File: src/rtl/core/hqfk_pkg.sv
package hqfk_pkg;

    localparam int FRAC_BITS_DEF = 16;
    localparam int POLY_W = 44;
    localparam int N_DIV = 6;

    localparam logic signed [POLY_W-1:0] FIX_ONE = POLY_W'(64'h1_0000_0000);
    localparam logic signed [POLY_W-1:0] K2  = POLY_W'(2);
    localparam logic signed [POLY_W-1:0] K6  = POLY_W'(6);
    localparam logic signed [POLY_W-1:0] K18 = POLY_W'(18);
    localparam logic signed [POLY_W-1:0] K19 = POLY_W'(19);
    localparam logic signed [POLY_W-1:0] K21 = POLY_W'(21);
    localparam logic signed [POLY_W-1:0] K36 = POLY_W'(36);
    localparam logic signed [POLY_W-1:0] K68 = POLY_W'(68);
    localparam logic signed [POLY_W-1:0] K74 = POLY_W'(74);

    typedef struct packed {
        logic valid;
        logic kill;
        logic sat;
    } t_ctl;

    // Partial products of a signed value times an unsigned Q0.32 fraction.
    typedef struct packed {
        logic              neg;
        logic [POLY_W-1:0] hi;
        logic [31:0]       lo;
    } t_mfp;

    function automatic logic [31:0] fmul(input logic [31:0] x, input logic [31:0] y);
        logic [63:0] p;
        p = {32'b0, x} * {32'b0, y};
        return p[63:32];
    endfunction

    function automatic t_mfp mf_part(input logic signed [POLY_W-1:0] x,
                                     input logic [31:0] f);
        t_mfp        p;
        logic [POLY_W-1:0] m;
        logic [63:0] lp;
        p.neg = x[POLY_W-1];
        m = x[POLY_W-1] ? (~x + POLY_W'(1)) : x;
        p.hi = {32'b0, m[POLY_W-1:32]} * {{(POLY_W-32){1'b0}}, f};
        lp = {32'b0, m[31:0]} * {32'b0, f};
        p.lo = lp[63:32];
        return p;
    endfunction

    function automatic logic signed [POLY_W-1:0] mf_sum(input t_mfp p);
        logic [POLY_W-1:0] s;
        s = p.hi + {{(POLY_W-32){1'b0}}, p.lo};
        return p.neg ? signed'(~s + POLY_W'(1)) : signed'(s);
    endfunction

endpackage

File: src/rtl/core/hqfk_div_cell.sv
module hqfk_div_cell
    import hqfk_pkg::*;
#(
    parameter int VW = 49
) (
    input  logic          i_clk,
    input  logic          i_rst_n,
    input  t_ctl          i_ctl,
    input  logic [31:0]   i_rem,
    input  logic [VW-1:0] i_w,
    input  logic [32:0]   i_a,
    output t_ctl          o_ctl,
    output logic [31:0]   o_rem,
    output logic [VW-1:0] o_w,
    output logic [32:0]   o_a
);

    logic [32:0] t;
    logic        ge;
    logic [32:0] diff;
    t_ctl        n_ctl;
    t_ctl        r_ctl;
    logic [31:0] r_rem;
    logic [VW-1:0] r_w;
    logic [32:0] r_a;

    // One restoring step: the next dividend bit comes off the top of w and
    // the quotient bit goes in at the bottom.
    assign t = {i_rem, i_w[VW-1]};
    assign ge = (t >= i_a);
    assign diff = t - i_a;

    always_comb begin
        n_ctl = i_ctl;
        // The remainder is below the divisor except at the head of a division,
        // where one that is not below it means the quotient overflows.
        n_ctl.sat = i_ctl.sat || ({1'b0, i_rem} >= i_a);
    end

    always_ff @(posedge i_clk) begin
        if (!i_rst_n) begin
            r_ctl.valid <= 1'b0;
        end else begin
            r_ctl.valid <= n_ctl.valid;
        end
        r_ctl.kill <= n_ctl.kill;
        r_ctl.sat <= n_ctl.sat;
        r_rem <= ge ? diff[31:0] : t[31:0];
        r_w <= {i_w[VW-2:0], ge};
        r_a <= i_a;
    end

    assign o_ctl = r_ctl;
    assign o_rem = r_rem;
    assign o_w = r_w;
    assign o_a = r_a;

endmodule

File: config.mk
export PLATFORM = sky130hd
export DESIGN_NAME = hqfk_div_cell
export DESIGN_NICKNAME = d
export VERILOG_FILES = /design/src/rtl/core/hqfk_pkg.sv /design/src/rtl/core/hqfk_div_cell.sv
export SDC_FILE = /design/constraint.sdc
export NUM_CORES = 1
export LEC_CHECK = 0
export ABC_AREA = 1
export BUFFER_PORTS_ARGS = -buffer_cell sky130_fd_sc_hd__buf_2
export CAP_MARGIN = 5
export CORE_MARGIN = 1
export CORE_UTILIZATION = 25
export CTS_CLUSTER_DIAMETER = 100
export DETAILED_ROUTE_END_ITERATION = 16
export RECOVER_POWER = 50
export SYNTH_ARGS = -nofsm -noshare
export SYNTH_HDL_FRONTEND = slang
export SYNTH_SLANG_ARGS = --single-unit
File: constraint.sdc
create_clock -name i_clk -period 3.63 [get_ports i_clk]
set_input_delay 0.363 -clock i_clk [delete_from_list [all_inputs] [get_ports i_clk]]
set_output_delay 0.363 -clock i_clk [all_outputs]
set_load 0.02 [all_outputs]
======== Word-level counts from Yosys, hierarchy flattened ========
Cells that the tools add are included.
Widths: inputs -> output; s select.
cells by class
  add/subtract/negate cells ............... 1
  order comparisons ....................... 2
  muxes and demuxes ....................... 1
  reductions and logical operators ........ 1
operator list
  cell              number
  $ge 32x33->1      1
  $ge 33x33->1      1
  $mux 32           1
  $sub 32x32->32    1
  $logic_or 1x1->1  1
storage, ports and cells
  register bits ........................... 117
  input bits .............................. 119
  output and inout port bits .............. 117
  word-level logic and storage cells ...... 11

======== Longest topological paths before layout ========
Gate-level depths: netlist of the first run.
  depth in word-level cells ............... 2
  mapped depth ............................ 16
  depth with buffers taken out ............ 15

======== Worst setup path after synthesis of the first run ========
No wires, ideal clock.
  path type ............................... in2reg
  start ................................... in i_a[2]
  end ..................................... reg r_rem[19] (netlist: o_rem[19])
  library setup time ...................... 112 ps
  arrival time ............................ 1,738 ps
  required time ........................... 3,518 ps
  path slack .............................. 1,780 ps
  cell stages on the path ................. 15
  buffers on the path ..................... 2
  cells stage by stage .................... inv_1 -> ha_1 -> buf_2 -> nand2_1 -> nor2_1 -> nand2_1 -> nand3b_2 -> nand2_2 -> nand2_2 -> nand2_2 -> nand2_2 -> nand2_4 -> buf_2 -> nand3_1 -> nand2_1
on the way
  word-level cells in the longest chain between the ends .. 2
  elaborated cells between the ends (all ways) .. 3
  classes of those cells .................. add/sub: 1; order compare: 1; mux: 1
RTL lines
  element                                                line                                      text
  start: declaration                                     hqfk_div_cell.sv:11                       input logic [32:0] i_a,
  $sub 32x32->32 / $ge 33x33->1 (equally long branches)  hqfk_div_cell.sv:31, hqfk_div_cell.sv:30
  $mux 32 *                                              hqfk_div_cell.sv:48                       r_rem <= ge ? diff[31:0] : t[31:0];
  end signal: assignment                                 hqfk_div_cell.sv:48
  end: declaration                                       hqfk_div_cell.sv:23                       logic [31:0] r_rem;
Every way passes the cells marked *; elsewhere a longest branch is shown, timed or not.
A chain may end at the register's enable or synchronous reset.

======== Worst setup path in the final report of the first run ========
  start ................................... in i_a[15]
  end ..................................... reg r_rem[17] (netlist: o_rem[17])
The elaborated chain is that of the path after synthesis.

==> metrics.md, run 1 <==
| Metric | Value |
|---|---|
| Leakage | 4.82 nW |
| Die span in y | 160 µm |
| Initial antenna violation count | 0 |
| WP buf/inv | 5 |
| # resized after CTS | 0 |
| WL/cell | 12.9 µm |
| Cell mode on critical path | nand2_1 |
| Post-route antenna net violation count | 0 |
| Critical path type | in -> reg |
| Syn Inst Count | 906 |
| Min-delay worst type | in -> reg |
| CP delay by family, top | simple AND/OR/NAND/NOR gates |
| Vias in the first global route | 6019 |
| Largest stage delay, worst path | 340 ps |
| Ratio of cells with drive above 1 in the final layout | 0.205 |
| DR pass1 iterations | 4 |
| CTS tree | yes |
| Data arrival time of the worst path | 2380 ps |
| Num CTS Buffers | 17 |
| Routed Wire Length | 19300 µm |
| Final std cells w/o fill | 1489 |
| Synth Warn # | 0 |
| Yosys top cell area share | 0.373 |
| Fin area | 8380 µm² |
| Async S/R FF share, synth | 0 |
| CP Capture Type | register |
| Grt ovf | 0 |
| Hold WS | 43.9 ps |
| Largest cells by area after synthesis | dfxtp_1 (37%), nand2_1 (20%), ha_1 (13%), inv_1 (10%), nand3_1 (5.2%) |
| Layout Nets | 1336 |
| Area occupied by multi-input gates | 3230 µm² |
| Fill cell count | 2660 |
| Seq. cell area | 2340 µm² |
| Initial Util | 0.257 |
| CTS hold repair buffers | 0 |
| Yosys cell types | 29 |
| Clk sink count | 117 |
| DP Area | 7800 µm² |
| H-tree levels | 4 |
| Worst IR drop on VDD | 0.307 mV |
| Crit path cell chain | clkbuf_1, inv_1, ha_1, nand2_1, inv_1, nand2_1, nand2_1, inv_1, nand2_1, inv_1, nand2_2, nand2_4, nand2_8, nand2_1, nand2_1 |
| Synthesized area | 6280 µm² |
| Final setup viols | 0 |
| Final Cycle Share | 0.572 |
| Pwr dens | 507 nW/µm² |
| CTS max path bufs | 2 |
| Core footprint | 24500 µm² |
| Maxcap violations | 0 |
| Setup TNS | 0 ps |
| Vias | 6102 |
| Post-Place Cells | 1456 |
| Port Buffers | 235 |
| Post-synthesis sequential area ratio | 0.373 |
| Slew Limit Headroom | 0.709 |
| Fmax | 481 MHz |
| RD Place Congestion | 0.863 |
| Dpl ws | 1080 ps |
| Initial drt markers | 254 |
| Syn Nets | 1091 |
| Die X-Extent | 160 µm |
| Number of flops mapped to enable cells by yosys | 0 |
| Most frequent cell after synthesis | nand2_1 |
| Post-CTS setup buffer count | 0 |
| GRT Overall Usage | 0.153 |
| Final worst setup slack | 1550 ps |
| Synth Register Bits | 117 |
| I/O pins | 236 |
| Leading area contributor after synthesis | dfxtp_1 |
| Syn-to-layout area delta | 33.4% |
| DRC Markers | 0 |
| Final Slew Violations | 0 |
| Crit path launch type | input port |
| Post-DP HPWL | 15900 µm |
| RSZ-0062 raised after global routing | no |
| Clock transition at path regs | 60 ps |
| Root buf cell | clkbuf_16 |
| Worst endpoint required time | 3940 ps |
| Crit-path slowest cell | ha_1 |
| Crit-path max FO | 33 |
| Total power | 4.25 mW |
| Final Util | 0.343 |
| Ys flop type | dfxtp_1 |
| Slew at the pin closest to its max-slew limit | 437 ps |
| Mean Syn Cell Area | 6.93 µm² |
| Final hold violations | 0 |
| Status | complete, no violations |
| Vias per cell | 4.10 |
| Largest net degree at the start of global routing | 34 |
| First-pass GRT wire length | 30500 µm |
| Die ar. | 25800 µm² |
| Commonest cells post-synth | nand2_1 (335), inv_1 (167), dfxtp_1 (117) |
| Row count | 57 |
| Tmin final | 2080 ps |
worst paths after layout:
kind / startpoint / to / slack [ps] / cells past startpoint
min: i_w[30] / o_w[31]$_DFF_P_ / 40 / 1
max: i_a[15] / o_rem[17]$_DFF_P_ / 1550 / 15
metal layers:
layer  global-route usage  routed length [µm]  up-vias
li1                     -                   -     3264
met1                0.183                8710     2636
met2                0.270                9140      187
met3               0.0354                1200       15
met4               0.0455                 225        0
met5                    0                   0        -
cell type report:
cell class / instances / share of cell area
clock inverter: 15 / 0.0260
multi-input combinational: 608 / 0.385
tap: 324 / 0.0484
clock buffer: 17 / 0.0508
inverter: 171 / 0.0766
timing repair buffer: 236 / 0.133
antenna: 1 / 0.000299
sequential: 117 / 0.280
where the power goes:
group | switching (mW) | internal, mW
Clock | 0.695 | 1.17
Sequential | 0.0329 | 1.40
Combinational | 0.628 | 0.322
Total | 1.36 | 2.89
cell families after synthesis:
logic type | share of synthesized area
AND/OR/NAND/NOR | 0.322
buffers and inverters | 0.113
flip-flops | 0.373
adder cells (fa/ha/maj) | 0.133
AO/OA/AOI/OAI | 0.0394
XOR/XNOR | 0.0195
layout by cell type, fill, tap and decap left out, types with 13 or more instances in the layout:
cell type / netlist / final
nor2_1: 45 / 45
buf_2: 7 / 182
nand3_1: 65 / 65
ha_1: 65 / 65
dfxtp_1: 117 / 117
a21oi_1: 32 / 32
inv_1: 167 / 167
clkbuf_16: 0 / 17
nand2_1: 335 / 335
clkbuf_1: 0 / 53
xor2_1: 13 / 13
state kept, by name, summed over array words and instances, names as in the netlist:
name and flops:
o_rem 32, o_ctl 3, o_w 49, o_a 33
No activity file was read; power rests on OpenSTA's default activity.
==> run 2, diff against run 1 <==
--- a/config.mk
+++ b/config.mk
@@ -5,7 +5,7 @@
 export SDC_FILE = /design/constraint.sdc
 export NUM_CORES = 1
 export LEC_CHECK = 0
-export ABC_AREA = 1
+export ABC_AREA = 0
 export BUFFER_PORTS_ARGS = -buffer_cell sky130_fd_sc_hd__buf_2
 export CAP_MARGIN = 5
 export CORE_MARGIN = 1
==> constraint.sdc (replaced) <==
create_clock -name i_clk -period 2.04 [get_ports i_clk]
set_input_delay 0.204 -clock i_clk [delete_from_list [all_inputs] [get_ports i_clk]]
set_output_delay 0.204 -clock i_clk [all_outputs]
set_load 0.02 [all_outputs]
==> run 2 against run 1 <==
Compared with the run above:
- the flow now finishes with violations (setup timing)
- worst hold slack worse by 26 ps
- via count shrank 9.6%
- setup slack worse by 1600 ps
- critical path type unchanged
- largest cell class unchanged
==> metrics.md, run 2 <==
| Metric | Value |
|---|---|
| P_int | 5.45 mW (+88%) |
| RSZ-0062 raised after global routing | yes |
| Clock transition at path regs | 60 ps (about the same) |
| Commonest cells post-synth | dfxtp_1 (117), ha_1 (65), inv_1 (46) |
| Row count | 52 (-8.8%) |
| Pwr dens | 797 nW/µm² (+57%) |
| I/O pins | 236 (unchanged) |
| Sw Pwr | 2.38 mW (+75%) |
| Final setup viols | 1 (+1) |
| Die X-Extent | 148 µm (-8.1%) |
| Port Buffers | 235 (unchanged) |
| Syn Inst Count | 535 (-41%) |
| Final worst setup slack | -30.2 ps (-1580 ps) |
| Core footprint | 20500 µm² (-16%) |
| Initial Util | 0.258 (+0.00177) |
| Clock power frac | 0.393 (-0.046) |
| Async S/R FF share, synth | 0 (unchanged) |
| Ratio of cells with drive above 1 in the final layout | 0.490 (+0.285) |
| CTS tree | yes |
| RD Place Congestion | 0.863 (about the same) |
| Number of flops mapped to enable cells by yosys | 0 (unchanged) |
| GRT Overall Usage | 0.165 (+0.0116) |
| Commonest non-fill, non-tap cell in the layout | buf_2 |
| Crit path launch type | input port |
| Syn-to-layout area delta | 85.4% |
| Worst IR drop on VDD | 0.532 mV (+73%) |
| Ys flop type | dfxtp_1 |
| Maxcap violations | 0 (unchanged) |
| Fmax | 483 MHz |
| Max reg flops | 49 (unchanged) |
| Die span in y | 148 µm (-8.1%) |
| Routed Wire Length | 17800 µm (-7.6%) |
| Crit-path slowest cell | a31o_4 |
| Sequential fraction of design power | 0.325 (-0.013) |
| Largest net degree at the start of global routing | 17 (-50%) |
| WP buf/inv | 2 (-3) |
| Hold WS | 17.7 ps (-26.2 ps) |
| Clk sink count | 117 (unchanged) |
| Crit-path max FO | 5 (-85%) |
| Worst endpoint required time | 2350 ps (-1590 ps) |
| First-pass GRT wire length | 27900 µm (-8.4%) |
| Largest stage delay, worst path | 280 ps (-60 ps) |
| WL/cell | 13.8 µm (+6.7%) |
| Initial antenna violation count | 1 (+1) |
| Largest cells by area after synthesis | dfxtp_1 (44%), ha_1 (15%), inv_1 (3.3%), a21oi_1 (3.1%), nand2_1 (3.0%) |
| Initial drt markers | 234 (-7.9%) |
| Most frequent cell after synthesis | dfxtp_1 |
| Vias in the first global route | 5693 (-5.4%) |
| Fill cell count | 1960 (-26%) |
| Post-route antenna net violation count | 0 (unchanged) |
| DP Area | 8140 µm² (+4.4%) |
| Final Slew Violations | 0 (unchanged) |
| Post-DP HPWL | 13600 µm (-15%) |
| Die ar. | 21800 µm² (-15%) |
| Slew at the pin closest to its max-slew limit | 400 ps (-36.9 ps) |
| Num CTS Buffers | 17 (unchanged) |
| Leading area contributor after synthesis | dfxtp_1 |
| Crit path cell chain | buf_2, ha_4, a21oi_1, nor2b_2, o31ai_4, a31oi_4, a31o_4, a41oi_4, buf_4, nor2_1, xor2_1, mux2_2 |
| Yosys cell types | 63 (+120%) |
| DRC Markers | 0 (unchanged) |
| Tmin final | 2070 ps |
| Yosys top cell area share | 0.442 (+0.0692) |
| Fin area | 9820 µm² (+17%) |
| Vias per cell | 4.28 (+4.5%) |
| Synthesized area | 5300 µm² (-16%) |
| DR pass1 iterations | 4 (unchanged) |
| CTS max path bufs | 2 (unchanged) |
| Status | finished with violations |
| Setup TNS | -30.2 ps (-30.2 ps) |
| Root buf cell | clkbuf_16 |
| Syn Nets | 720 (-34%) |
| Most frequent cells in the layout | buf_2 (226), buf_4 (142), dfxtp_1 (117), dlygate4sd3_1 (82), ha_1 (43) |
| Grt ovf | 0 (unchanged) |
| Min-delay worst type | in -> reg |
| Dpl ws | -482 ps (-1560 ps) |
| Final Cycle Share | 1.01 |
| Critical path type | in -> reg |
| Slew Limit Headroom | 0.731 (+0.0218) |
| H-tree levels | 4 (unchanged) |
| Layout Nets | 1190 (-11%) |
| Mean Syn Cell Area | 9.90 µm² (+43%) |
| Vias | 5518 (-9.6%) |
| CP Capture Type | register |
| Post-synthesis sequential area ratio | 0.442 (+0.0692) |
| Synth Warn # | 0 (unchanged) |
| Synth Register Bits | 117 (unchanged) |
| Failing checks | setup timing |
| Leakage | 4.75 nW (-1.3%) |
| Comb power frac | 0.282 (+0.058) |
| Final hold violations | 0 (unchanged) |
| Data arrival time of the worst path | 2380 ps (about the same) |
| Switching Fraction | 0.304 (-0.0154) |
| CP delay by family, top | compound AO/OA/AOI/OAI gates |
-- run 2: changes by cell type after synthesis, sizes merged, moves of 8 or more --
cell	before	now
a21o	3	20
inv	171	46
o21ai	6	43
o21a	0	8
xnor2	1	17
nand2	342	45
nor2	54	23
nand3	66	12
-- run 2: layout make-up --
class,instances,area (µm²),area share
antenna,1,2.50,0.000255
clock buffer,18,439,0.0447
clock inverter,14,165,0.0168
inverter,46,198,0.0201
multi-input combinational,360,3190,0.325
sequential,117,2340,0.239
tap,270,338,0.0344
timing repair buffer,463,3150,0.321
-- run 2: worst paths after layout --
check | start | end | slack, ps | depth (start not counted)
min | i_a[18] | o_a[18]$_DFF_P_ | 20 | 1
max | i_rem[2] | o_rem[23]$_DFF_P_ | -30 | 12
-- run 2: kinds of logic after synthesis --
group,after synthesis,synth area share
buffers and inverters,58,0.0522
adder cells (fa/ha/maj),66,0.157
flip-flops,117,0.442
multiplexers,5,0.0106
AO/OA/AOI/OAI,145,0.186
AND/OR/NAND/NOR,115,0.103
XOR/XNOR,29,0.0479
-- run 2: stage by stage --
step                power [mW]   util  cells
global placement          4.56  0.397   1166
floorplan                 3.73      -    535
global route              8.24  0.479   1288
CTS                       7.85  0.468   1280
detailed placement        4.58  0.397   1166
finish                    7.82  0.479   1289
-- run 2: timing repair --
action / 4_1_cts / 5_1_grt
hold buffers: 81 / 1
setup buffers: 1 / 9
setup endpoints to repair: 12 / 26
gates resized for setup: 3 / 44
hold endpoints to repair: 80 / 1
pin swaps: 4 / 26
cloned: 0 / 0
-- run 2: power by group through the flow --
stage               Clock (mW)  Sequential (mW)  Combinational, mW
global placement             0             2.59               1.97
floorplan                    0             2.87              0.865
detailed placement           0             2.60               1.98
global route              3.27             2.56               2.40
finish                    3.08             2.54               2.20
CTS                       3.18             2.55               2.13
-- run 2: metal layers --
| metal | track usage | vias to the layer above | part of all wire |
|---|---|---|---|
| met5 | 0 | - | 0 |
| met2 | 0.291 | 167 | 0.49 |
| met3 | 0.0469 | 11 | 0.061 |
| met1 | 0.192 | 2499 | 0.44 |
| li1 | - | 2841 | - |
| met4 | 0.0490 | 0 | 0.010 |
